$ cat config.mk
export PLATFORM = sky130hd
export DESIGN_NAME = fbpa_decide
export DESIGN_NICKNAME = d
export VERILOG_FILES = /design/src/hdl/fbpa_pkg.sv /design/src/hdl/fbpa_decide.sv
export SDC_FILE = /design/constraint.sdc
export NUM_CORES = 1
export LEC_CHECK = 0
export BUFFER_PORTS_ARGS = -buffer_cell sky130_fd_sc_hd__buf_2
export CORE_ASPECT_RATIO = 1.2
export CORE_MARGIN = 2
export CORE_UTILIZATION = 34
export DETAILED_ROUTE_END_ITERATION = 7
export SLEW_MARGIN = 10
export SYNTH_ARGS = -nofsm -noshare
export SYNTH_HDL_FRONTEND = slang
export SYNTH_SLANG_ARGS = --single-unit
$ cat constraint.sdc
create_clock -name vclk -period 10.4
set_input_delay 1.04 -clock vclk [all_inputs]
set_output_delay 1.04 -clock vclk [all_outputs]
set_load 0.02 [all_outputs]
$ cat src/hdl/fbpa_pkg.sv
`timescale 1ns / 1ps
// ----------------------------------------------------------------------------
// fbpa_pkg
// Shared widths, register indexes, status codes and types of the block pool
// allocator.
// ----------------------------------------------------------------------------
package fbpa_pkg;

    localparam int MAX_BLOCKS   = 256;
    localparam int MIN_BLOCKS   = 2;
    localparam int BLK_W        = $clog2(MAX_BLOCKS);
    localparam int CNT_W        = $clog2(MAX_BLOCKS + 1);
    localparam int WAITER_DEPTH = 16;
    localparam int WQ_PTR_W     = $clog2(WAITER_DEPTH);
    localparam int WQ_CNT_W     = $clog2(WAITER_DEPTH + 1);
    localparam int REQ_W        = 8;
    localparam int ADDR_W       = 32;
    localparam int SIZE_W       = 16;
    localparam int STATUS_W     = 3;
    localparam int CFG_IDX_W    = 2;
    localparam int CFG_DATA_W   = 32;

    // register indexes
    localparam logic [CFG_IDX_W-1:0] CFG_BASE  = 2'd0;
    localparam logic [CFG_IDX_W-1:0] CFG_BYTES = 2'd1;
    localparam logic [CFG_IDX_W-1:0] CFG_COUNT = 2'd2;

    // register reset values
    localparam logic [ADDR_W-1:0] BASE_RESET  = '0;
    localparam logic [SIZE_W-1:0] BYTES_RESET = 16'd16;
    localparam logic [CNT_W-1:0]  COUNT_RESET = CNT_W'(MAX_BLOCKS);

    // request kinds
    localparam logic KIND_GET     = 1'b0;
    localparam logic KIND_RELEASE = 1'b1;

    // result status codes
    localparam logic [STATUS_W-1:0] ST_GRANTED   = 3'd0;
    localparam logic [STATUS_W-1:0] ST_EMPTY     = 3'd1;
    localparam logic [STATUS_W-1:0] ST_QUEUED    = 3'd2;
    localparam logic [STATUS_W-1:0] ST_OVERFLOW  = 3'd3;
    localparam logic [STATUS_W-1:0] ST_HANDOFF   = 3'd4;
    localparam logic [STATUS_W-1:0] ST_WQ_FULL   = 3'd5;
    localparam logic [STATUS_W-1:0] ST_BAD_INDEX = 3'd6;

    // free list head and link of block zero straight after an initialisation
    localparam logic [BLK_W-1:0] HEAD_RESET      = '0;
    localparam logic [BLK_W-1:0] HEAD_NEXT_RESET = BLK_W'(1);

    typedef struct packed {
        logic              kind;
        logic              may_wait;
        logic [REQ_W-1:0]  requester_id;
        logic [BLK_W-1:0]  block_index;
    } item_t;

    typedef struct packed {
        logic [STATUS_W-1:0] status;
        logic [BLK_W-1:0]    out_index;
        logic [ADDR_W-1:0]   out_address;
        logic [REQ_W-1:0]    waiter_id;
        logic [CNT_W-1:0]    free_left;
    } result_t;

    typedef struct packed {
        logic             rd_en;
        logic [BLK_W-1:0] rd_addr;
        logic             wr_en;
        logic [BLK_W-1:0] wr_addr;
        logic [BLK_W-1:0] wr_data;
    } link_op_t;

    typedef struct packed {
        logic             push;
        logic [REQ_W-1:0] push_id;
        logic             pop;
    } wq_op_t;

    // block count clamped to the supported range
    function automatic logic [CNT_W-1:0] eff_count(input logic [CNT_W-1:0] cnt);
        logic [CNT_W-1:0] res;
        res = cnt;
        if (cnt < CNT_W'(MIN_BLOCKS))
        begin
            res = CNT_W'(MIN_BLOCKS);
        end
        else if (cnt > CNT_W'(MAX_BLOCKS))
        begin
            res = CNT_W'(MAX_BLOCKS);
        end
        return res;
    endfunction

endpackage

$ cat src/hdl/fbpa_decide.sv
`timescale 1ns / 1ps
// ----------------------------------------------------------------------------
// fbpa_decide
// Per-request decision: picks the outcome, the state updates and the block
// address for one get or release.
// ----------------------------------------------------------------------------
module fbpa_decide import fbpa_pkg::*;
(
    input  item_t               item,
    input  logic [BLK_W-1:0]    head,
    input  logic [BLK_W-1:0]    head_next,
    input  logic [CNT_W-1:0]    free_total,
    input  logic [CNT_W-1:0]    count_eff,
    input  logic [WQ_CNT_W-1:0] wq_total,
    input  logic [REQ_W-1:0]    wq_head_id,
    input  logic [ADDR_W-1:0]   base_address,
    input  logic [SIZE_W-1:0]   block_bytes,
    output logic [BLK_W-1:0]    head_new,
    output logic [CNT_W-1:0]    free_new,
    output link_op_t            link_op,
    output wq_op_t              wq_op,
    output result_t             res
);

    localparam int PROD_W = BLK_W + SIZE_W - 2;

    logic [BLK_W-1:0]  addr_idx;
    logic              use_addr;
    logic [PROD_W-1:0] prod;
    logic [ADDR_W-1:0] addr;

    // byte address of the selected block, size taken in whole words
    assign prod = PROD_W'(addr_idx) * PROD_W'(block_bytes[SIZE_W-1:2]);
    assign addr = base_address + ADDR_W'({prod, 2'b00});

    // outcome selection
    always_comb
    begin
        head_new  = head;
        free_new  = free_total;
        link_op   = '0;
        wq_op     = '0;
        addr_idx  = item.block_index;
        use_addr  = 1'b0;
        res       = '0;
        if (item.kind == KIND_GET)
        begin
            if (free_total != '0)
            begin
                res.status    = ST_GRANTED;
                res.out_index = head;
                addr_idx      = head;
                use_addr      = 1'b1;
                head_new      = head_next;
                free_new      = free_total - CNT_W'(1);
                link_op.rd_en   = 1'b1;
                link_op.rd_addr = head_next;
            end
            else if (!item.may_wait)
            begin
                res.status = ST_EMPTY;
            end
            else if (wq_total >= WQ_CNT_W'(WAITER_DEPTH))
            begin
                res.status = ST_WQ_FULL;
            end
            else
            begin
                res.status    = ST_QUEUED;
                wq_op.push    = 1'b1;
                wq_op.push_id = item.requester_id;
            end
        end
        else
        begin
            if (CNT_W'(item.block_index) >= count_eff)
            begin
                res.status = ST_BAD_INDEX;
            end
            else if (wq_total != '0)
            begin
                res.status    = ST_HANDOFF;
                res.out_index = item.block_index;
                res.waiter_id = wq_head_id;
                use_addr      = 1'b1;
                wq_op.pop     = 1'b1;
            end
            else if (free_total < count_eff)
            begin
                res.status      = ST_GRANTED;
                head_new        = item.block_index;
                free_new        = free_total + CNT_W'(1);
                link_op.wr_en   = 1'b1;
                link_op.wr_addr = item.block_index;
                link_op.wr_data = head;
            end
            else
            begin
                res.status = ST_OVERFLOW;
            end
        end
        res.out_address = use_addr ? addr : '0;
        res.free_left   = free_new;
    end

endmodule

After elaboration in Yosys (flattened, before gate mapping)
Index checks and enable logic that the tools add are counted.
{"block": "word_totals", "regBits": 0, "inputBits": 113, "output_inout_bits": 113, "wordCells": 50}
{"block": "classes", "add_sub_neg": 3, "n_mul": 1, "n_lt_le_gt_ge": 3, "mux": 41, "reduce_logical": 2}
{"op": "8-bit two-way mux", "n": 13}
{"op": "9-bit two-way mux", "n": 11}
{"op": "17-bit two-way mux", "n": 4}
{"op": "32-bit by 24-bit adder with 32-bit output", "n": 1}
{"op": "32-bit two-way mux", "n": 1}
{"op": "8-bit by 14-bit multiplier with 22-bit output", "n": 1}
{"op": "3-bit two-way mux", "n": 5}
{"op": "11-bit two-way mux", "n": 1}
{"op": "9-bit by 1-bit adder with 9-bit output (second input constant)", "n": 1}
{"op": "8-bit by 9-bit >= comparator with 1-bit output", "n": 1}
{"op": "9-bit less-than comparator", "n": 1}
{"op": "9-bit nonzero test", "n": 1}
{"op": "9-bit by 1-bit subtractor with 9-bit output (second input constant)", "n": 1}
{"op": "5-bit >= comparator (second input constant)", "n": 1}
{"op": "1-bit two-way mux", "n": 5}
{"op": "5-bit nonzero test", "n": 1}
{"op": "2-bit two-way mux", "n": 1}

Longest topological paths before layout
{"block": "depth", "word_depth": 6, "depth_mapped": 33, "depth_no_buf": 29}

Worst setup path after synthesis
Ideal clock, no wire load.
{"block": "synth_path", "kind": "input to output", "from": "input free_total[0]", "to": "output res[45] (netlist name)", "arrival_time_ps": 8341, "t_required_ps": 9360, "setup_slack_ps": 1019, "cell_stages": 31, "n_path_buf": 4, "path_cell_list": "buf_6 > inv_1 > ha_1 > a41oi_2 > buf_2 > mux2i_1 > clkbuf_1 > nand2b_1 > fa_1 > fa_1 > inv_1 > fa_1 > inv_1 > fa_1 > inv_1 > ha_1 > a21oi_1 > and3_1 > o31ai_1 > o41ai_1 > o21bai_1 > xor2_1 > ha_1 > clkbuf_1 > nand3_1 > nor2_1 > nand4_1 > a211oi_1 > o21ai_0 > xor2_1 > nor2_1"}
{"item": "from (decl)", "line_no": "fbpa_decide.sv:12", "rtl": "input logic [CNT_W-1:0] free_total,"}
{"item": "to (decl)", "line_no": "fbpa_decide.sv:22", "rtl": "output result_t res"}

==> key figures <==
Place
  – HPWL after DPL: 16200 um
  – Port Buf Inserts: 224
  – Worst slack, placed: 526 ps
  – RePlAce Congestion: 0.851

Routing
  – Drt wl/cell: 14.1 um
  – Post-DRT Antenna Nets: 0
  – Vias: 6384
  – Post-route DRC: 0
  – Met2 routed WL: 9810 um
  – DR iter-0 viols: 189
  – Final WL: 18200 um
  – Drt first pass iters: 4
  – Vias per cell: 4.93
  – Metal-1 WL: 7370 um
  – Met3 WL: 865 um
  – Top layer in use: met5

Yosys
  – Yosys top cell by area: fa_1
  – Ys Warns: 0
  – Post-Syn Instances: 839
  – Seq/Total Area, Yosys: 0%
  – Count leader, synth: inv_1
  – Largest cells by area after synthesis: fa_1, ha_1, and2_1
  – Synth Net Count: 1109
  – Synthesized cell area: 6520 sq um
  – Synth top cells by count: inv_1, ha_1, and2_1, fa_1, nor2b_1
  – Syn avg cell area: 7.77 sq um
  – Synth top area share: 22.4%
  – Netlist cell types: 61

STA
  – Period utilization: a little over nine tenths
  – Final period demand of the worst path: roughly 9700 ps
  – Fmax: 103 MHz
  – Setup TNS: 0 ps
  – Final Hold Viols: 0
  – Worst Max-Slew Pin Slew: 1000 ps
  – Final setup viols: 0
  – Final Max Tran Viols: 0
  – Slew headroom: approximately 33%
  – Worst Slack Setup Final: 664 ps
  – RSZ-0062 raised after global routing: false
  – Worst Hold Margin: around 2400 ps

Setup path
  – Worst EP required: 9360 ps
  – Top cell by count, worst path: fa_1
  – Critical Path Sink Type: primary output
  – WS Path Type: in -> out
  – Worst Path Buf+Inv: 5
  – Worst endpoint data arrival time: around 8700 ps
  – Max incr delay on CP: 560 ps
  – CP Launch Type: input pin
  – Worst setup startpoint: free_total[1]
  – Family with the most delay on the worst path: adder cells
  – Critical-path top delay cell: fa_1
  – Crit Path Max Fanout: 19

Floorplan
  – Die area: 20300 sq um
  – Std cell rows: 55
  – Core Region: about 19000 sq um
  – Die height: 156 um
  – Io pins: between 200 and 250
  – Initial Utilization: 34.6%
  – Die W: 130 um

Finish
  – Clock buffer cells: 0
  – # fillers: 2009
  – Share of layout cells above drive strength 1: between 20% and 30%
  – Sequential cells: 0
  – Area grow syn2layout: 20.9%
  – Final nets: 1310
  – Fin util: a little over two fifths
  – FF+latch area: 0 sq um

Global routing
  – Number of global-route vias before repair: 6322
  – Tot GR Track Use: 17.3%
  – GRT Residual Overflow: 0
  – Initial antenna violation count: 2
  – First-pass GRT wire length: 29600 um
  – Pin count of the biggest net entering global routing: 35

Clocking
  – Post-CTS Hold Fix Bufs: 0

Hold path
  – Worst hold path depth: 3
  – Worst hold start: item[8]
  – Hold endpoint: wq_op[1]
  – Hold crit path type: in -> out

Run
  – Max-capacitance violation count: 0

Outcome
  – Status: complete, no violations
[layer usage]
layer  GRT usage [%]  vias up
met4            1.17        4
met3           0.960       14
li1                -     3207
met5               0        -
met1            20.1     2972
met2            35.7      187
[cell families after synthesis]
| family | Yosys count | synth area share, % |
|---|---|---|
| simple gates | 319 | 26.5 |
| buf+inv | 142 | 9.04 |
| compound gates | 164 | 18.0 |
| xor+xnor | 47 | 6.32 |
| mux | 10 | 1.59 |
| fa+ha+maj | 157 | 38.6 |
[layout by cell type (no fill, tap or decap), types with 4 or more instances in the layout]
cell / instances
nor2b_1: 65
a21o_1: 29
ha_1: 84
xor2_1: 24
xnor2_1: 23
nand2b_1: 20
o21a_1: 5
nand2_1: 44
o31a_1: 4
a31oi_1: 6
inv_1: 106
nand3_1: 23
buf_4: 11
nand4_1: 9
o21ai_0: 17
nor2_1: 57
fa_1: 73
mux2i_1: 7
and3_1: 5
a22o_1: 9
buf_2: 224
and2_1: 73
a21oi_1: 44
a211o_1: 11
o21bai_1: 6
nor3_1: 10
[through the flow]
step / std cells / area, sq um
after floorplan: 839 / 6520
after global placement: 1294 / 7870
after detailed placement: 1294 / 7870
after CTS: 1294 / 7870
after global routing: 1294 / 7880
final: 1295 / 7880
[timing repair]
item / CTS / global route
buffers inserted: 0 / 0
setup endpoints to repair: 0 / 3
gates resized for setup: 0 / 1
[final cells by class]
| class | count | area (sq um) | share of cell area, % |
|---|---|---|---|
| Tap cell | 256 | 320 | 4.06 |
| Multi-Input combinational cell | 697 | 5960 | 75.6 |
| Timing Repair Buffer | 235 | 1200 | 15.3 |
| Antenna cell | 1 | 2.50 | 0.0318 |
| Inverter | 106 | 398 | 5.05 |
[worst max path at each step]
stage / slack (ps) / depth (start not counted) / to
final: 660 / 28 / res[47]
after global routing: 130 / 28 / res[45]
after CTS: 480 / 29 / res[45]
after detailed placement: 530 / 29 / res[45]
after global placement: 520 / 29 / res[47]
after floorplan: 1020 / 31 / res[45]
Power is not shown: default switching activity piles up to over one toggle a cycle in this logic, so the estimate is an artifact.
