===== src/hdl/fbpa_pkg.sv =====
`timescale 1ns / 1ps
// ----------------------------------------------------------------------------
// fbpa_pkg
// Shared widths, register indexes, status codes and types of the block pool
// allocator.
// ----------------------------------------------------------------------------
package fbpa_pkg;

    localparam int MAX_BLOCKS   = 256;
    localparam int MIN_BLOCKS   = 2;
    localparam int BLK_W        = $clog2(MAX_BLOCKS);
    localparam int CNT_W        = $clog2(MAX_BLOCKS + 1);
    localparam int WAITER_DEPTH = 16;
    localparam int WQ_PTR_W     = $clog2(WAITER_DEPTH);
    localparam int WQ_CNT_W     = $clog2(WAITER_DEPTH + 1);
    localparam int REQ_W        = 8;
    localparam int ADDR_W       = 32;
    localparam int SIZE_W       = 16;
    localparam int STATUS_W     = 3;
    localparam int CFG_IDX_W    = 2;
    localparam int CFG_DATA_W   = 32;

    // register indexes
    localparam logic [CFG_IDX_W-1:0] CFG_BASE  = 2'd0;
    localparam logic [CFG_IDX_W-1:0] CFG_BYTES = 2'd1;
    localparam logic [CFG_IDX_W-1:0] CFG_COUNT = 2'd2;

    // register reset values
    localparam logic [ADDR_W-1:0] BASE_RESET  = '0;
    localparam logic [SIZE_W-1:0] BYTES_RESET = 16'd16;
    localparam logic [CNT_W-1:0]  COUNT_RESET = CNT_W'(MAX_BLOCKS);

    // request kinds
    localparam logic KIND_GET     = 1'b0;
    localparam logic KIND_RELEASE = 1'b1;

    // result status codes
    localparam logic [STATUS_W-1:0] ST_GRANTED   = 3'd0;
    localparam logic [STATUS_W-1:0] ST_EMPTY     = 3'd1;
    localparam logic [STATUS_W-1:0] ST_QUEUED    = 3'd2;
    localparam logic [STATUS_W-1:0] ST_OVERFLOW  = 3'd3;
    localparam logic [STATUS_W-1:0] ST_HANDOFF   = 3'd4;
    localparam logic [STATUS_W-1:0] ST_WQ_FULL   = 3'd5;
    localparam logic [STATUS_W-1:0] ST_BAD_INDEX = 3'd6;

    // free list head and link of block zero straight after an initialisation
    localparam logic [BLK_W-1:0] HEAD_RESET      = '0;
    localparam logic [BLK_W-1:0] HEAD_NEXT_RESET = BLK_W'(1);

    typedef struct packed {
        logic              kind;
        logic              may_wait;
        logic [REQ_W-1:0]  requester_id;
        logic [BLK_W-1:0]  block_index;
    } item_t;

    typedef struct packed {
        logic [STATUS_W-1:0] status;
        logic [BLK_W-1:0]    out_index;
        logic [ADDR_W-1:0]   out_address;
        logic [REQ_W-1:0]    waiter_id;
        logic [CNT_W-1:0]    free_left;
    } result_t;

    typedef struct packed {
        logic             rd_en;
        logic [BLK_W-1:0] rd_addr;
        logic             wr_en;
        logic [BLK_W-1:0] wr_addr;
        logic [BLK_W-1:0] wr_data;
    } link_op_t;

    typedef struct packed {
        logic             push;
        logic [REQ_W-1:0] push_id;
        logic             pop;
    } wq_op_t;

    // block count clamped to the supported range
    function automatic logic [CNT_W-1:0] eff_count(input logic [CNT_W-1:0] cnt);
        logic [CNT_W-1:0] res;
        res = cnt;
        if (cnt < CNT_W'(MIN_BLOCKS))
        begin
            res = CNT_W'(MIN_BLOCKS);
        end
        else if (cnt > CNT_W'(MAX_BLOCKS))
        begin
            res = CNT_W'(MAX_BLOCKS);
        end
        return res;
    endfunction

endpackage


===== src/hdl/fbpa_link_ram.sv =====
`timescale 1ns / 1ps
// ----------------------------------------------------------------------------
// fbpa_link_ram
// Free list link table with registered read. Keeps the link of the current
// free list head available every cycle, forwarding on pushes.
// ----------------------------------------------------------------------------
module fbpa_link_ram import fbpa_pkg::*;
(
    input  logic             clk,
    input  logic             rst_n,
    input  logic             clear,
    input  link_op_t         op,
    output logic [BLK_W-1:0] head_next
);

    logic [BLK_W-1:0]      mem [MAX_BLOCKS];
    logic [MAX_BLOCKS-1:0] valid_reg;
    logic [BLK_W-1:0]      rd_mem_reg;
    logic [BLK_W-1:0]      rd_addr_reg;
    logic                  rd_vld_reg;
    logic                  fwd_reg;
    logic [BLK_W-1:0]      fwd_data_reg;

    // link of the head: forwarded value, stored entry, or default successor
    always_comb
    begin
        if (fwd_reg)
        begin
            head_next = fwd_data_reg;
        end
        else if (rd_vld_reg)
        begin
            head_next = rd_mem_reg;
        end
        else
        begin
            head_next = rd_addr_reg + BLK_W'(1);
        end
    end

    // storage array
    always_ff @(posedge clk)
    begin
        if (op.wr_en && !clear)
        begin
            mem[op.wr_addr] <= op.wr_data;
        end
    end

    // registered read port
    always_ff @(posedge clk)
    begin
        if (op.rd_en && !clear)
        begin
            rd_mem_reg  <= mem[op.rd_addr];
            rd_vld_reg  <= valid_reg[op.rd_addr];
            rd_addr_reg <= op.rd_addr;
        end
    end

    // written flags and forwarding control
    always_ff @(posedge clk or negedge rst_n)
    begin
        if (!rst_n)
        begin
            valid_reg    <= '0;
            fwd_reg      <= 1'b1;
            fwd_data_reg <= HEAD_NEXT_RESET;
        end
        else if (clear)
        begin
            valid_reg    <= '0;
            fwd_reg      <= 1'b1;
            fwd_data_reg <= HEAD_NEXT_RESET;
        end
        else if (op.rd_en)
        begin
            fwd_reg <= 1'b0;
        end
        else if (op.wr_en)
        begin
            valid_reg[op.wr_addr] <= 1'b1;
            fwd_reg               <= 1'b1;
            fwd_data_reg          <= op.wr_data;
        end
    end

endmodule


===== config.mk =====
export PLATFORM = sky130hd
export DESIGN_NAME = fbpa_link_ram
export DESIGN_NICKNAME = d
export VERILOG_FILES = /design/src/hdl/fbpa_pkg.sv /design/src/hdl/fbpa_link_ram.sv
export SDC_FILE = /design/constraint.sdc
export NUM_CORES = 2
export LEC_CHECK = 0
export BUFFER_PORTS_ARGS = -buffer_cell sky130_fd_sc_hd__buf_2
export CORE_MARGIN = 3
export CORE_UTILIZATION = 60
export CTS_CLUSTER_SIZE = 8
export DETAILED_ROUTE_END_ITERATION = 7
export GPL_ROUTABILITY_DRIVEN = 0
export MAX_ROUTING_LAYER = met4
export PLACE_DENSITY = 0.76
export SLEW_MARGIN = 20
export SYNTH_ARGS = -nofsm -noshare
export SYNTH_HDL_FRONTEND = slang
export SYNTH_SLANG_ARGS = --single-unit

===== constraint.sdc =====
create_clock -name clk -period 2.7 [get_ports clk]
set_clock_uncertainty 0.05 [all_clocks]
set_input_delay 0.54 -clock clk [delete_from_list [all_inputs] [get_ports clk]]
set_output_delay 0.54 -clock clk [all_outputs]
set_load 0.02 [all_outputs]

=== Yosys cells after proc, flatten, opt, wreduce, memory -nomap -nowiden ===
Memories as Yosys holds them, arrays and structs flattened. A register that Yosys moved wholly into a read port is not among the register bits.
Cells that the tools add are included.

* Add/sub/neg operators: 1
* Order comparisons: 3
* Equality and inequality tests: 1
* Muxes and demuxes: 17
* Bitwise operators: 1
* Reductions and logical operators: 7

{| class="wikitable"
|+ Operator list
! operator !! count
|-
| two-way mux 256 bit || 3
|-
| OR 256 bit || 1
|-
| two-way mux 8 bit || 5
|-
| < comparator 8 x 9 -> 1 bit (second input constant) || 2
|-
| adder 8 x 1 -> 8 bit (second input constant) || 1
|-
| binary-select mux 1 bit (select 8 bit) || 1
|-
| demux 1 bit (select 8 bit) || 1
|-
| >= comparator 8 x 1 -> 1 bit (second input constant) || 1
|-
| two-way mux 1 bit || 7
|-
| logical AND 1 bit || 3
|-
| nonzero test 3 bit || 1
|-
| inequality test 2 bit (second input constant) || 1
|-
| AND reduction 2 bit || 1
|-
| nonzero test 2 bit || 1
|-
| logical NOT 1 bit || 1
|}

* Flip-flop bits (word level): 274
* Bits in writable memories: 2,048
* Logic and storage cells: 36
* Memories: 1

{| class="wikitable"
|+ Memories
! memory !! depth !! width !! rd ports !! clocked after Yosys merged registers in !! write ports !! line !! RTL
|-
| mem || 256 || 8 || 1 || 1 || 1 || fbpa_link_ram.sv:16 || <nowiki>logic [BLK_W-1:0] mem [MAX_BLOCKS];</nowiki>
|}

=== Logic depth before layout (Yosys ltp) ===
* Depth after elaboration: 8
* Gate-level depth with buffers: 12
* Gate-level depth less buffers: 7

=== Worst setup path after synthesis ===
No wires, ideal clock.

* Path kind: input-to-reg
* Start point: input port op[9] (netlist name)
* End point: memory mem[112][0] (netlist name), enable pin
* Arrival: 2.329 ns
* Data required time: 2.280 ns
* Slack: -0.049 ns
* Cell stages on the path: 5
* Path buffers: 2
* Path through: clkbuf_1 > nor4_1 > nand2_1 > clkbuf_1 > nor2_1

{| class="wikitable"
|+ RTL lines
! what !! line !! RTL
|-
| from (decl) || fbpa_link_ram.sv:12 || <nowiki>input link_op_t op,</nowiki>
|-
| to (decl) || fbpa_link_ram.sv:16 ||
|}

No word-level cell before the write port.

=== Worst setup path in the final report ===
* Start point: register rd_addr_reg[2]
* End point: output port head_next[7]

* Cells in the longest elaborated chain, start to end: 3

{| class="wikitable"
|+ Ends and longest elaborated chain
! what !! line !! RTL
|-
| from (decl) || fbpa_link_ram.sv:19 || <nowiki>logic [BLK_W-1:0] rd_addr_reg;</nowiki>
|-
| from (signal assigned) || fbpa_link_ram.sv:57 || <nowiki>rd_addr_reg <= op.rd_addr;</nowiki>
|-
| adder 8 x 1 -> 8 bit || fbpa_link_ram.sv:37 || <nowiki>head_next = rd_addr_reg + BLK_W'(1);</nowiki>
|-
| two-way mux 8 bit || fbpa_link_ram.sv:31 || <nowiki>else if (rd_vld_reg)</nowiki>
|-
| two-way mux 8 bit || fbpa_link_ram.sv:27 || <nowiki>if (fwd_reg)</nowiki>
|-
| to (decl) || fbpa_link_ram.sv:13 || <nowiki>output logic [BLK_W-1:0] head_next</nowiki>
|}

Every way passes these cells.

==> reports/results.txt <==
status -> finished with violations
failing checks -> setup timing
initial antenna violation count -> 24
# IOs -> 37
post-synthesis simple-gate area fraction -> 3.72%
crit start category -> register
crit path DAT -> 2.54 ns
WL final -> 253 mm
first-pass GRT wire length -> 372 mm
Worst EP required -> 2.11 ns
largest family of logic cells by synthesized area -> multiplexers
Crit Reg-Reg Endpoint -> rd_mem_reg[7]$_DFFE_PP_
Syn-to-layout area delta -> 19.2%
H-tree Lvls -> 5
worst r2r path cells -> 5
Leak -> 37.5 nW
Post-Synth Adder-Cell Area -> 0.0137%
synthesized area -> 91,400 um^2
Final HPWL DP -> 151 mm
RSZ-0062 raised after global routing -> true
top_reg_cell synth -> edfxtp_1
synth warn -> 0
crit share post-route -> 116%
vias in the first global route -> 54,900
worst hold slack -> 0.0679 ns
Crit path buffers/inverters -> 1
wl on met1 -> 88.7 mm
FP Rows -> 142
power per cell area -> 740 nW/um^2
DRT iter0 DRCs -> 8,404
FF-to-FF Start -> mem[138][7]$_DFFE_PP_
CTS tree -> yes
clk_lat worst skew -> 0.93 ns
MaxCap Viol Count -> 0
# DRC -> 0
relative slew slack -> 25.8%
die area -> 157,000 um^2
GRT overflow -> 0
Critical Path Most Common Cell -> nand3_1
stages on the worst setup path -> 7
most frequent cells in the layout -> 2,065 x edfxtp_1, 685 x buf_4, 588 x nor2_1
Largest stage delay, worst path -> 0.41 ns
top layer used by detailed routing -> met4
hold path startpoint -> op[7]
Initial Util -> 60.7%
largest net degree at the start of global routing -> 140
Util after Layout -> 72.3%
CTS buffer count -> 341
Post-DRT Antenna Nets -> 0
Hold Path Sink -> mem[96][7]$_DFFE_PP_
sequential share of the synthesized area -> 75.1%
Fillers -> 8,450
compound-cell area share of the yosys netlist -> 4.90%
Die Ht -> 396 um
fin nets -> 5,745
count of state elements after synthesis -> 2,330
critical path peak fanout -> 3
Max Slew Vio Count -> 0
Cell Count, Final, Fillers Out -> 7,811
wire length on met3 -> 33.3 mm
metal2 WL -> 118 mm
Max clock buf depth -> 4
Clock Root Buffer -> clkbuf_16
layout cells sized above 1 -> 31.1%
Hold Path Class -> input pin to register
WHS Path Cells -> 1
fin crit period -> 3.13 ns
Crit Path Class -> register to primary output
max reg flops -> 2,048
Final Hold Vio Count -> 0
Post-Synthesis Cells -> 4,877
FMAX -> 320 MHz
Inst Count DP -> 7,374
flop2flop setup slack -> 0.04 ns
clock slew at reported path FFs -> 0.05 ns
setup ws final -> -0.428 ns
Netlist cell types -> 58
commonest non-fill, non-tap cell in the layout -> edfxtp_1
Wirelength per Cell -> 32.5 um
Final setup viols -> 7
Via-to-Cell Ratio -> 6.86
CTS Sinks -> 2,330
Worst path slowest cell -> edfxtp_1
crit end category -> primary output
multiplexer share of the synthesized area -> 14.3%
Worst path top cell family by delay -> simple AND/OR/NAND/NOR gates
first drt pass iteration count -> 8
Least-Margin Pin Slew -> 1.11 ns
core area -> 151,000 um^2
xor/xnor share of the synthesized area -> 0.0575%
Worst VDD drop -> 562 uV
vias post-DR -> 53,600
Net Count, Synth -> 4,907
I/O Buffers -> 36
crit-path cells -> nand3_1 -> nor2_2 -> nand3_1 -> xnor2_1 -> mux2i_1 -> o21ai_2 -> buf_6
Overall Global Routing Usage -> 33.8%
Async SR Flop Fraction -> 11.4%
Syn Area/Cell -> 18.7 um^2
Die X -> 396 um
EDFF count, synth -> 2,065
-- logic make-up after synthesis --
kind of cell,after synthesis
flip-flops,2330
AO/OA/AOI/OAI,724
multiplexers,664
adder cells (fa/ha/maj),1
XOR/XNOR,6
AND/OR/NAND/NOR,816
buffers and inverters,336
-- cell usage after synthesis, drive strengths merged, types with 6 or more instances --
cell	n	area share [%]
mux2i	95	1.0
nand3	11	0.060
buf	146	1.2
a211oi	10	0.082
nor3	27	0.15
o211ai	9	0.074
clkbuf	188	0.77
nor2b	19	0.13
dfrtp	263	7.2
mux2	66	0.81
nand2	85	0.35
a221oi	28	0.27
nor2	605	2.5
a21oi	350	1.9
a31oi	17	0.12
o21ai	40	0.22
a22oi	156	1.3
o22ai	51	0.35
nand2b	13	0.089
and3	12	0.082
edfxtp	2065	68
o221ai	46	0.44
and3b	6	0.057
or4	14	0.11
mux4	503	12
o31ai	8	0.066
-- metrics by stage --
step	area, um^2	total power, mW	setup WS, ns	setup TNS [ns]
floorplan	91400	42.0	-0.0196	-4.45
global placement	99700	44.2	-0.876	-6.72
detailed placement	99700	44.2	-0.916	-6.91
CTS	109000	80.9	-0.445	-1.90
global route	109000	82.5	-0.466	-2.23
finish	109000	80.7	-0.428	-1.85
-- metal layers --
| metal | vias up | global-route usage (%) |
|---|---|---|
| li1 | 21200 | - |
| met3 | 816 | 9.42 |
| met4 | 0 | 16.9 |
| met5 | - | - |
| met1 | 27300 | 44.8 |
| met2 | 4246 | 48.9 |
-- where the power goes --
| part | internal (mW) | switching [mW] | total, mW |
|---|---|---|---|
| combinational | 1.66 | 2.72 | 4.38 |
| clock | 22.7 | 14.1 | 36.8 |
| sequential | 39.4 | 0.0344 | 39.4 |
| total | 63.8 | 16.9 | 80.7 |
-- worst register-to-register path, cell delays in order, from the launching register on --
cell and delay [ns]:
edfxtp_1 0.38, mux4_2 0.48, mux4_2 0.50, o211ai_1 0.39, a22oi_1 0.38, and3_1 0.27
-- how the worst max path moves through the flow --
stage          slack (ns)                      end                startpoint
5_1_grt             -0.47             head_next[6]  rd_addr_reg[0]$_DFFE_PP_
4_1_cts             -0.45             head_next[7]  rd_addr_reg[2]$_DFFE_PP_
2_1_floorplan       -0.02    mem[113][0]$_DFFE_PP_                     op[9]
6_report            -0.43             head_next[7]  rd_addr_reg[2]$_DFFE_PP_
3_3_place_gp        -0.88  rd_mem_reg[6]$_DFFE_PP_                    op[17]
3_5_place_dp        -0.92  rd_mem_reg[6]$_DFFE_PP_                    op[17]
-- cell type report --
type	instances	area (um^2)	share of cell area [%]
Clock inverter	8	98.8	0.0907
Timing Repair Buffer	829	7600	6.97
Clock buffer	388	8860	8.13
Inverter	2	7.51	0.00689
Multi-Input combinational cell	2211	21200	19.4
Tap cell	2016	2520	2.31
Antenna cell	27	67.6	0.0620
Sequential cell	2330	68600	63.0
-- timing repair --
| action | in CTS | in global routing |
|---|---|---|
| setup endpoints to repair | 8 | 11 |
| pin swaps | 4 | 3 |
| hold buffers | 4 | 0 |
| resized for setup | 33 | 7 |
| endpoints found under the hold margin | 86 | 0 |
| buffers inserted | 9 | 2 |
No activity file was read; power rests on OpenSTA's default activity.
