### config.mk
export PLATFORM = sky130hd
export DESIGN_NAME = fbpa_waitq
export DESIGN_NICKNAME = d
export VERILOG_FILES = /design/src/hdl/fbpa_pkg.sv /design/src/hdl/fbpa_waitq.sv
export SDC_FILE = /design/constraint.sdc
export NUM_CORES = 1
export LEC_CHECK = 0
export BUFFER_PORTS_ARGS = -buffer_cell sky130_fd_sc_hd__buf_2
export CAP_MARGIN = 5
export CORE_ASPECT_RATIO = 1.4
export CORE_UTILIZATION = 55
export DETAILED_ROUTE_END_ITERATION = 10
export PLACE_DENSITY_LB_ADDON = 0.15
export SKIP_CTS_REPAIR_TIMING = 1
export SKIP_LAST_GASP = 1
export SLEW_MARGIN = 20
export SYNTH_ARGS = -nofsm -noshare
export SYNTH_HDL_FRONTEND = slang
export SYNTH_SLANG_ARGS = --single-unit
### constraint.sdc
create_clock -name clk -period 5.74 [get_ports clk]
set_clock_uncertainty 0.15 [all_clocks]
set_input_delay 0.861 -clock clk [delete_from_list [all_inputs] [get_ports clk]]
set_output_delay 0.861 -clock clk [all_outputs]
set_load 0.01 [all_outputs]
### src/hdl/fbpa_pkg.sv
`timescale 1ns / 1ps
// ----------------------------------------------------------------------------
// fbpa_pkg
// Shared widths, register indexes, status codes and types of the block pool
// allocator.
// ----------------------------------------------------------------------------
package fbpa_pkg;

    localparam int MAX_BLOCKS   = 256;
    localparam int MIN_BLOCKS   = 2;
    localparam int BLK_W        = $clog2(MAX_BLOCKS);
    localparam int CNT_W        = $clog2(MAX_BLOCKS + 1);
    localparam int WAITER_DEPTH = 16;
    localparam int WQ_PTR_W     = $clog2(WAITER_DEPTH);
    localparam int WQ_CNT_W     = $clog2(WAITER_DEPTH + 1);
    localparam int REQ_W        = 8;
    localparam int ADDR_W       = 32;
    localparam int SIZE_W       = 16;
    localparam int STATUS_W     = 3;
    localparam int CFG_IDX_W    = 2;
    localparam int CFG_DATA_W   = 32;

    // register indexes
    localparam logic [CFG_IDX_W-1:0] CFG_BASE  = 2'd0;
    localparam logic [CFG_IDX_W-1:0] CFG_BYTES = 2'd1;
    localparam logic [CFG_IDX_W-1:0] CFG_COUNT = 2'd2;

    // register reset values
    localparam logic [ADDR_W-1:0] BASE_RESET  = '0;
    localparam logic [SIZE_W-1:0] BYTES_RESET = 16'd16;
    localparam logic [CNT_W-1:0]  COUNT_RESET = CNT_W'(MAX_BLOCKS);

    // request kinds
    localparam logic KIND_GET     = 1'b0;
    localparam logic KIND_RELEASE = 1'b1;

    // result status codes
    localparam logic [STATUS_W-1:0] ST_GRANTED   = 3'd0;
    localparam logic [STATUS_W-1:0] ST_EMPTY     = 3'd1;
    localparam logic [STATUS_W-1:0] ST_QUEUED    = 3'd2;
    localparam logic [STATUS_W-1:0] ST_OVERFLOW  = 3'd3;
    localparam logic [STATUS_W-1:0] ST_HANDOFF   = 3'd4;
    localparam logic [STATUS_W-1:0] ST_WQ_FULL   = 3'd5;
    localparam logic [STATUS_W-1:0] ST_BAD_INDEX = 3'd6;

    // free list head and link of block zero straight after an initialisation
    localparam logic [BLK_W-1:0] HEAD_RESET      = '0;
    localparam logic [BLK_W-1:0] HEAD_NEXT_RESET = BLK_W'(1);

    typedef struct packed {
        logic              kind;
        logic              may_wait;
        logic [REQ_W-1:0]  requester_id;
        logic [BLK_W-1:0]  block_index;
    } item_t;

    typedef struct packed {
        logic [STATUS_W-1:0] status;
        logic [BLK_W-1:0]    out_index;
        logic [ADDR_W-1:0]   out_address;
        logic [REQ_W-1:0]    waiter_id;
        logic [CNT_W-1:0]    free_left;
    } result_t;

    typedef struct packed {
        logic             rd_en;
        logic [BLK_W-1:0] rd_addr;
        logic             wr_en;
        logic [BLK_W-1:0] wr_addr;
        logic [BLK_W-1:0] wr_data;
    } link_op_t;

    typedef struct packed {
        logic             push;
        logic [REQ_W-1:0] push_id;
        logic             pop;
    } wq_op_t;

    // block count clamped to the supported range
    function automatic logic [CNT_W-1:0] eff_count(input logic [CNT_W-1:0] cnt);
        logic [CNT_W-1:0] res;
        res = cnt;
        if (cnt < CNT_W'(MIN_BLOCKS))
        begin
            res = CNT_W'(MIN_BLOCKS);
        end
        else if (cnt > CNT_W'(MAX_BLOCKS))
        begin
            res = CNT_W'(MAX_BLOCKS);
        end
        return res;
    endfunction

endpackage

### src/hdl/fbpa_waitq.sv
`timescale 1ns / 1ps
// ----------------------------------------------------------------------------
// fbpa_waitq
// FIFO of requesters waiting for a block while the pool is empty.
// ----------------------------------------------------------------------------
module fbpa_waitq import fbpa_pkg::*;
(
    input  logic                clk,
    input  logic                rst_n,
    input  logic                clear,
    input  wq_op_t              op,
    output logic [REQ_W-1:0]    head_id,
    output logic [WQ_CNT_W-1:0] total
);

    logic [REQ_W-1:0]    fifo_reg [WAITER_DEPTH];
    logic [WQ_PTR_W-1:0] rd_ptr_reg;
    logic [WQ_CNT_W-1:0] total_reg;
    logic [WQ_PTR_W-1:0] wr_ptr;

    assign wr_ptr  = rd_ptr_reg + total_reg[WQ_PTR_W-1:0];
    assign head_id = fifo_reg[rd_ptr_reg];
    assign total   = total_reg;

    // entry storage
    always_ff @(posedge clk)
    begin
        if (op.push && !clear)
        begin
            fifo_reg[wr_ptr] <= op.push_id;
        end
    end

    // pointer and fill count
    always_ff @(posedge clk or negedge rst_n)
    begin
        if (!rst_n)
        begin
            rd_ptr_reg <= '0;
            total_reg  <= '0;
        end
        else if (clear)
        begin
            rd_ptr_reg <= '0;
            total_reg  <= '0;
        end
        else if (op.push)
        begin
            total_reg <= total_reg + WQ_CNT_W'(1);
        end
        else if (op.pop)
        begin
            rd_ptr_reg <= rd_ptr_reg + WQ_PTR_W'(1);
            total_reg  <= total_reg - WQ_CNT_W'(1);
        end
    end

endmodule

# ---- Word level (Yosys, flattened, before mapping)
# Memory sizes are Yosys's and may differ from the RTL's.
# Cells that the tools add are included.
dict set report totals {
  elab_cells 21
  mem_count 1
  register_bits 9
  input_bits 13
  out_inout_bits 13
  mem_bits_rw 128
}
dict set report classes {
  eq_ne 1
  n_reduce_logical 5
  n_mux 8
  add_sub_neg 4
}
# name words width rd rd_ports_with_merged_regs write_ports line
set mem_list {}
lappend mem_list {fifo_reg 16 8 1 0 1 fbpa_waitq.sv:16} ;# logic [REQ_W-1:0] fifo_reg [WAITER_DEPTH];
# cell n
set ops {}
lappend ops {{$mux W5} 3}
lappend ops {{$mux W4} 3}
lappend ops {{$add A5 B1 Y5 const B} 1}
lappend ops {{$sub A5 B1 Y5 const B} 1}
lappend ops {{$add A4 B1 Y4 const B} 1}
lappend ops {{$add A4 B4 Y4} 1}
lappend ops {{$reduce_bool A3 Y1} 1}
lappend ops {{$mux W1} 2}
lappend ops {{$ne A2 B2 Y1 const B} 1}
lappend ops {{$reduce_and A2 Y1} 1}
lappend ops {{$reduce_bool A2 Y1} 1}
lappend ops {{$logic_and A1 B1 Y1} 1}
lappend ops {{$logic_not A1 Y1} 1}

# ---- Longest topological paths before layout
# Gate-level depths: netlist (run 1).
dict set report depth {
  ltp_word 4
  depth_mapped 6
  depth_no_buf 6
}

# ---- Worst setup path after synthesis (run 1)
# Ideal clock, no wire load.
dict set report synth_timing {
  path_type {reg2reg}
  start {reg total_reg[0], in the netlist total[0]}
  end {mem fifo_reg[12][0] (enable)}
  path_stages_with_launch 7
  n_path_buf 0
  arrival_ps 2252
  setup_ps 370
  period_less_slack_ps 2772
  required_ps 5220
  path_slack_ps 2968
  path_cell_list {dfrtp_1 > ha_1 > fa_1 > or3b_2 > nor2_1 > mux2i_1 > nor2_1}
}
dict set report synth_between {
  elab_chain_cells 1
}
# item line
set synth_rtl {}
lappend synth_rtl {{from (decl)} fbpa_waitq.sv:18} ;# logic [WQ_CNT_W-1:0] total_reg;
lappend synth_rtl {{from (signal assigned)} fbpa_waitq.sv:49} ;# total_reg <= total_reg + WQ_CNT_W'(1);
lappend synth_rtl {{from (signal assigned)} fbpa_waitq.sv:54} ;# total_reg <= total_reg - WQ_CNT_W'(1);
lappend synth_rtl {{$add A4 B4 Y4} fbpa_waitq.sv:21} ;# assign wr_ptr = rd_ptr_reg + total_reg[WQ_PTR_W-1:0];
lappend synth_rtl {{to (decl)} fbpa_waitq.sv:16}
# Every way passes these cells.

# ---- Final worst setup path (run 1)
dict set report layout_timing {
  start {reg rd_ptr_reg[0]}
  end {mem fifo_reg[4][0] (enable)}
}
dict set report layout_between {
  elab_chain_cells 1
}
# item line
set layout_rtl {}
lappend layout_rtl {{from (decl)} fbpa_waitq.sv:17} ;# logic [WQ_PTR_W-1:0] rd_ptr_reg;
lappend layout_rtl {{from (signal assigned)} fbpa_waitq.sv:53} ;# rd_ptr_reg <= rd_ptr_reg + WQ_PTR_W'(1);
lappend layout_rtl {{$add A4 B4 Y4} fbpa_waitq.sv:21}
# Every way passes these cells.

==> results of run 1 <==
==> Yosys cell counts (4+ instances only) <==
cell | number | share of area [%]
mux4_1 | 18 | 8.3
nor2_1 | 31 | 2.0
a21oi_1 | 6 | 0.53
xnor2_1 | 4 | 0.62
nand2_1 | 13 | 0.86
mux4_2 | 14 | 5.5
edfxtp_1 | 128 | 68
dfrtp_1 | 9 | 4.0
ha_1 | 7 | 1.5
xor2_1 | 5 | 0.77
buf_2 | 4 | 0.35
a22oi_1 | 16 | 2.1
mux2i_1 | 5 | 0.88
==> worst max-delay path, cell delays in order, from the launching register on <==
cell and delay (ns):
dfrtp_2 0.61, buf_4 0.46, ha_1 0.27, fa_1 0.44
or3b_2 0.47, nor2_1 0.15, mux2i_1 0.17, nor2_1 0.62
==> cell type report <==
cell class / instances / area, um2
Multi-Input combinational cell: 140 / 1500
Timing Repair Buffer: 27 / 140
Clock buffer: 22 / 464
Fill cell: 728 / 3580
Tap cell: 135 / 169
Sequential cell: 137 / 4070
Inverter: 2 / 7.51
Clock inverter: 10 / 77.6
==> per-stage QoR <==
stage          power [mW]  hold WS [ns]  instance area [um2]  cells  setup slack [ns]
2_1_floorplan        1.28         0.415                 5690    293              2.97
3_3_place_gp         1.34         0.474                 5890    441              2.10
3_5_place_dp         1.35         0.479                 5890    441              2.00
4_1_cts              2.33         0.139                 6430    473              1.95
5_1_grt              2.39         0.147                 6430    473              1.79
6_report             2.31         0.146                 6430    473              2.03
==> metal layers <==
layer	share of wire (%)	vias up	GRT usage [%]
met4	1.6	0	7.48
met5	0	-	0
met3	5.1	12	6.32
met1	39	1424	29.9
met2	55	88	39.3
li1	-	1268	-
==> power breakdown <==
part           switching, mW  internal (mW)  total, mW
Clock                  0.374          0.611      0.985
Combinational          0.107         0.0768      0.184
Sequential            0.0212           1.12       1.14
==> kinds of logic after synthesis <==
| group | share of synthesized area, % |
|---|---|
| flip-flops | 71.5 |
| AND/OR/NAND/NOR | 4.55 |
| multiplexers | 14.7 |
| AO/OA/AOI/OAI | 3.47 |
| buffers and inverters | 2.15 |
| XOR/XNOR | 1.38 |
| adder cells (fa/ha/maj) | 2.24 |
==> worst max path at each step <==
| stage | end | slack [ns] | cells past startpoint |
|---|---|---|---|
| final | fifo_reg[4][0] | 2.03 | 7 |
| after global routing | fifo_reg[0][6] | 1.79 | 7 |
| after CTS | fifo_reg[4][3] | 1.95 | 7 |
| after detailed placement | fifo_reg[4][1] | 2.00 | 7 |
| after global placement | fifo_reg[4][5] | 2.10 | 7 |
| after floorplan | fifo_reg[12][0] | 2.97 | 6 |
==> impl_metrics.json, run 1 <==
{
  "cts_tree": "done",
  "syn_nets": 315,
  "grt_max_degree": 25,
  "grt_pass1_wl_um": 16900,
  "crit_path_start_kind": "flip-flop",
  "layout_common_cells": "128 x edfxtp_1, 31 x nor2_1, 25 x buf_2",
  "p_leak_nw": 2.26,
  "areaGrowthSynthToFinish_pct": 12.9,
  "vias_per_cell": 5.90,
  "drv_cap": 0,
  "fmax_mhz": 269,
  "ys_ff_latch": 137,
  "yosys_warnings": 0,
  "largest_reg_flops": 128,
  "dp.final_hpwl_um": 7400,
  "worst-path-max-fanout": 23,
  "insertion_delay_ns": 0.41,
  "core_area_um2": 10000,
  "gp_congestion": 0.813,
  "port-buffer-count": 25,
  "htree_num_levels": 4,
  "cp.required_ns": 5.63,
  "drt_iter0_markers": 183,
  "r2r_cells": 7,
  "syn_area_um2": 5690,
  "clk_pin_slew_ns": 0.05,
  "min_path_type": "input port to asynchronous set/reset pin",
  "irDropWorstVdd_v": 0.000226,
  "firstDrtPassIters": 5,
  "num_rows": 43,
  "final-hold-violation-count": 0,
  "crit_path_end_kind": "flip-flop",
  "clock_path_buffers": 2,
  "fin_crit_ns": 3.71,
  "num-nets-final": 347,
  "startpoint": "rd_ptr_reg[0]",
  "ys_types": 34,
  "routed_wl_um": 11300,
  "dieArea_um2": 10800,
  "die_h_um": 122,
  "rsz0062_at_grt": "no",
  "crit_type": "flip-flop to flip-flop",
  "drive_gt1_share_pct": 21.3,
  "ys_async_sr_fraction_pct": 6.57,
  "finalSetupTns_ns": 0,
  "wl_per_cell_um": 23.9,
  "cts_inserted_buffers": 17,
  "r2r_slack_ns": 2.03,
  "status": "completed",
  "track_usage_pct": 23.5,
  "n_antenna_cell": 0,
  "ant_nets": 0,
  "powerDensity_nw_per_um2": 360,
  "floorplan.initialDensity_pct": 56.9,
  "synth_edf_count": 128,
  "fin_crit_sh_pct": 64.7,
  "yosysSeqAreaShare_pct": 71.5,
  "clock-sinks": 137,
  "die_w_um": 88.0,
  "vias": 2792,
  "final_max_slew_viol_count": 0,
  "grt_antenna_before_repair": 0,
  "r2r_end": "fifo_reg[4][0]",
  "worst_slew_pin_slew_ns": 0.804,
  "drc_errors": 0,
  "layout_commonest_cell": "edfxtp_1",
  "setup_viol": 0,
  "cp.arrival_ns": 3.60,
  "syn-instance-count": 293,
  "synth-main-ff-cell": "edfxtp_1",
  "grt_pass1_vias": 2827,
  "synth.avg_cell_area_um2": 19.4,
  "slew_headroom_pct": 46.2,
  "timing.rr.start": "rd_ptr_reg[0]",
  "gr-total-overflow": 0,
  "utilization_pct": 64.3,
  "cts-root-buf": "clkbuf_16",
  "io_pins": 26
}
(Power assumes the default switching activity.)
==> run 2: changes to the inputs <==
clock period = 3.4 ns   (was 5.74 ns; I/O delays follow)
==> run 2 against run 1 <==
  * Sequential share of layout area is 2.1 points lower
  * Wire length is 1.7% higher
  * Worst setup slack got worse by 1.8 ns
  * Global-route usage grew 0.47 points
  * Utilization increased by 2.2 points
  * Via count increased by 3.7%
  * Die area unchanged
  * Final area is 3.4% higher
  * Sequential power rose by 68%
  * Cell count up 4.0%
  * Critical path type is now flip-flop to output pin
  * Largest cell class unchanged
==> impl_metrics.json, run 2 (synthesis results as in run 1) <==
{
  "status": "completed",
  "n_fill_cell": 722,
  "worst_slew_pin_slew_ns": 0.725,
  "wl_per_cell_um": 23.4,
  "port-buffer-count": 25,
  "min_path_type": "input port to flip-flop",
  "gr-total-overflow": 0,
  "ant_nets": 0,
  "floorplan.initialDensity_pct": 56.9,
  "final_area_um2": 6650,
  "drt_iter0_markers": 179,
  "vias_per_cell": 5.89,
  "p_clk_share_pct": 46.1,
  "slew_headroom_pct": 51.6,
  "num-nets-final": 366,
  "p_leak_nw": 2.38,
  "io_pins": 26,
  "drive_gt1_share_pct": 23.8,
  "fin_crit_ns": 3.14,
  "insertion_delay_ns": 0.41,
  "fmax_mhz": 318,
  "vias": 2896,
  "final-hold-violation-count": 0,
  "largest_reg_flops": 128,
  "powerDensity_nw_per_um2": 626,
  "crit_path_start_kind": "flip-flop",
  "firstDrtPassIters": 4,
  "clk_pin_slew_ns": 0.05,
  "dieArea_um2": 10800,
  "crit_path_end_kind": "output pin",
  "track_usage_pct": 24.0,
  "n_antenna_cell": 0,
  "fin_crit_sh_pct": 92.5,
  "clock_path_buffers": 2,
  "cp.arrival_ns": 2.48,
  "areaGrowthSynthToFinish_pct": 16.8,
  "p_seq_share_pct": 46.1,
  "cts-root-buf": "clkbuf_16",
  "layout_commonest_cell": "edfxtp_1",
  "cts_inserted_buffers": 17,
  "setup_viol": 0,
  "min_from": "op[0]",
  "htree_num_levels": 4,
  "die_h_um": 122,
  "startpoint": "rd_ptr_reg[0]",
  "num_rows": 43,
  "cts_tree": "done",
  "die_w_um": 88.0,
  "grt_max_degree": 36,
  "drv_cap": 0,
  "timing.rr.start": "total[0]",
  "setup_ws_ns": 0.256,
  "clock-sinks": 137,
  "final_max_slew_viol_count": 0,
  "gp_congestion": 0.795,
  "netSwitchingFraction_pct": 20.2,
  "drc_errors": 0,
  "grt_pass1_vias": 3003,
  "routed_wl_um": 11500,
  "internal_power_mw": 3.32,
  "place_area_um2": 6020,
  "irDropWorstVdd_v": 0.000505,
  "core_area_um2": 10000,
  "grt_pass1_wl_um": 17300,
  "rsz0062_at_grt": "no",
  "combPwrFrac_pct": 7.8,
  "place_ws_ns": 0.450,
  "cp.required_ns": 2.74,
  "grt_antenna_before_repair": 0,
  "dp.final_hpwl_um": 7600,
  "layout_common_cells": "128 x edfxtp_1, 31 x nor2_1, 25 x buf_2",
  "power.switching_mw": 0.840,
  "worst-path-max-fanout": 35,
  "crit_type": "flip-flop to output pin",
  "finalSetupTns_ns": 0
}
==> run 2: power by group through the flow <==
stage          sequential [mW]  clock [mW]  combinational, mW
6_report                  1.92        1.92              0.324
4_1_cts                   1.92        1.94              0.328
2_1_floorplan             1.95           0              0.209
3_5_place_dp              1.95           0              0.327
3_3_place_gp              1.95           0              0.320
5_1_grt                   1.92        2.02              0.357
==> run 2: area by class of cell <==
type / count / area, um2 / share of cell area, %
clock inverter: 10 / 174 / 2.61
inverter: 2 / 7.51 / 0.113
sequential: 137 / 4070 / 61.2
timing repair buffer: 46 / 285 / 4.29
multi-input combinational: 140 / 1500 / 22.6
tap: 135 / 169 / 2.54
clock buffer: 22 / 444 / 6.68
==> run 2: critical path, cell delays in order, from the launching register on <==
cell     delay [ns]
dfrtp_2        0.36
buf_4          0.52
mux4_1         0.69
a22oi_1        0.23
nand2_1        0.11
buf_2          0.15
==> run 2: metal layers <==
| layer | wire, um | vias to the layer above | part of all wire, % | global-route usage, % |
|---|---|---|---|---|
| li1 | - | 1300 | - | - |
| met1 | 4340 | 1507 | 38 | 27.3 |
| met2 | 6520 | 75 | 57 | 43.1 |
| met3 | 468 | 14 | 4.1 | 6.25 |
| met4 | 167 | 0 | 1.5 | 8.30 |
| met5 | 0 | - | 0 | 0 |
==> run 2: path summary, 6_finish.rpt <==
path | end | slack [ns] | cells past startpoint
hold reg to reg | total[2] | 0.46 | 2
hold / removal | total[1] | 0.29 | 3
setup / recovery | head_id[7] | 0.26 | 5
min in group asynchronous | total[1] | 0.33 | 2
max in group asynchronous | rd_ptr_reg[0] | 2.57 | 2
setup reg to reg | fifo_reg[4][0] | 0.45 | 7
==> run 2: per-stage QoR <==
| step | total power [mW] | instances | hold WS [ns] | utilization (%) |
|---|---|---|---|---|
| after floorplan | 2.16 | 293 | 0.0644 | - |
| after global placement | 2.27 | 459 | 0.225 | 60.2 |
| after detailed placement | 2.28 | 459 | 0.227 | 60.2 |
| after CTS | 4.19 | 491 | -0.208 | 66.4 |
| after global routing | 4.31 | 492 | 0.314 | 66.5 |
| final | 4.17 | 492 | 0.288 | 66.5 |
==> run 3: changes to the inputs <==
GPL_TIMING_DRIVEN = 0   (was default)
==> run 3 against run 2 <==
  * Worst setup slack worse by 0.075 ns
  * Global-route usage down 1.4 points
  * Total power down 3.4%
  * Utilization down 0.70 points
  * Final area down 1.1%
  * Cell count down 1.2%
  * Non-clock buffer count down 6
  * Via count down 0.28%
  * Sequential cell count unchanged
  * Critical path depth up 1
  * Largest power group unchanged
==> impl_metrics.json, run 3 (synthesis results as in run 1) <==
{
  "port-buffer-count": 25,
  "core_area_um2": 10000,
  "track_usage_pct": 22.6,
  "slew_headroom_pct": 44.0,
  "r2r_cells": 6,
  "critPathMaxStageDelay_ns": 0.70,
  "rsz0062_at_grt": "no",
  "cts-root-buf": "clkbuf_16",
  "hold_ws_ns": 0.325,
  "fin_crit_sh_pct": 94.7,
  "dp.final_hpwl_um": 7140,
  "powerDensity_nw_per_um2": 612,
  "min_path_type": "input port to flip-flop",
  "n_fill_cell": 697,
  "insertion_delay_ns": 0.41,
  "power.total_mw": 4.03,
  "floorplan.initialDensity_pct": 56.9,
  "place_area_um2": 5990,
  "holdPathStages": 3,
  "grt_pass1_vias": 2885,
  "gp_congestion": 0.737,
  "n_antenna_cell": 0,
  "largest_reg_flops": 128,
  "io_pins": 26,
  "die_h_um": 122,
  "layout_common_cells": "128 x edfxtp_1, 31 x nor2_1, 29 x buf_2",
  "crit_family": "simple AND/OR/NAND/NOR gates",
  "setup_viol": 0,
  "crit_path_start_kind": "flip-flop",
  "cp.arrival_ns": 3.10,
  "cp.required_ns": 3.28,
  "fmax_mhz": 311,
  "dieArea_um2": 10800,
  "wl_per_cell_um": 22.4,
  "worst_slew_pin_slew_ns": 0.836,
  "areaGrowthSynthToFinish_pct": 15.6,
  "r2r_end": "fifo_reg[12][7]",
  "die_w_um": 88.0,
  "min_from": "op[0]",
  "slowest_stage": "nor2_1",
  "dp.cells": 453,
  "final_cells": 486,
  "clock_path_buffers": 2,
  "vias": 2888,
  "crit_type": "flip-flop to flip-flop",
  "worst-path-max-fanout": 8,
  "grt_max_degree": 17,
  "irDropWorstVdd_v": 0.000419,
  "critPathBufInv": 0,
  "drt_iter0_markers": 216,
  "layout_commonest_cell": "edfxtp_1",
  "timing.rr.start": "total[0]",
  "timing.critical_path.mode_cell": "nor2_1",
  "fin_crit_ns": 3.22,
  "final_max_slew_viol_count": 0,
  "status": "completed",
  "grt_pass1_wl_um": 16400,
  "gr-total-overflow": 0,
  "drv_cap": 0,
  "cts_inserted_buffers": 17,
  "r2r_slack_ns": 0.18,
  "clock-sinks": 137,
  "crit_chain": "ha_1, fa_1, or3b_2, nor2_1, mux2i_1, nor2_1",
  "crit_path_end_kind": "flip-flop",
  "vias_per_cell": 5.94,
  "grt_antenna_before_repair": 0,
  "routed_wl_um": 10900,
  "ant_nets": 0,
  "num_rows": 43,
  "drc_errors": 0,
  "final-hold-violation-count": 0,
  "p_leak_nw": 2.34,
  "finalSetupTns_ns": 0,
  "drive_gt1_share_pct": 23.1,
  "htree_num_levels": 4,
  "num-nets-final": 360,
  "clk_pin_slew_ns": 0.05,
  "worstHoldEndpoint": "total[1]",
  "cts_tree": "done",
  "firstDrtPassIters": 7,
  "final_area_um2": 6580
}
## run 3: report_power, final
| part | switching, mW | internal (mW) | leakage (nW) |
|---|---|---|---|
| sequential | 0.0268 | 1.90 | 1.27 |
| clock | 0.626 | 1.15 | 0.290 |
| combinational | 0.188 | 0.140 | 0.774 |
| total | 0.840 | 3.18 | 2.34 |
## run 3: worst max path at each step
stage,endpoint,cells after the start,slack [ns],from
2_1_floorplan,fifo_reg[12][0],6,0.63,total[0]
3_3_place_gp,fifo_reg[12][2],6,0.23,total[0]
3_5_place_dp,fifo_reg[13][2],6,0.14,total[0]
4_1_cts,fifo_reg[13][6],6,0.11,total[0]
5_1_grt,fifo_reg[9][1],6,0.03,total[0]
6_report,fifo_reg[12][7],6,0.18,total[0]
## run 3: through the flow
stage                     util, %  setup slack [ns]
after floorplan                 -             0.628
after global placement       59.8             0.226
after detailed placement     59.8             0.140
after CTS                    65.7             0.108
after global routing         65.8            0.0290
final                        65.8             0.181
## run 3: routing by layer
metal	share of wire [%]	wire length, um	GRT usage (%)	vias up
li1	-	-	-	1284
met1	42	4580	29.9	1487
met2	51	5560	36.0	97
met3	4.6	498	5.51	20
met4	2.1	231	9.43	0
met5	0	0	0	-
## run 3: cell type report
type | count | area [um2] | area share [%]
Buffer | 14 | 115 | 1.75
Clock buffer | 24 | 492 | 7.47
Clock inverter | 8 | 92.6 | 1.41
Inverter | 2 | 7.51 | 0.114
Multi-Input combinational cell | 140 | 1500 | 22.8
Sequential cell | 137 | 4070 | 61.8
Tap cell | 135 | 169 | 2.57
Timing Repair Buffer | 26 | 135 | 2.05
## run 3: worst register-to-register path, cell delays in order (launching register included)
cell	delay (ns)
dfrtp_1	0.46
ha_1	0.27
fa_1	0.48
or3b_2	0.48
nor2_1	0.13
mux2i_1	0.17
nor2_1	0.70
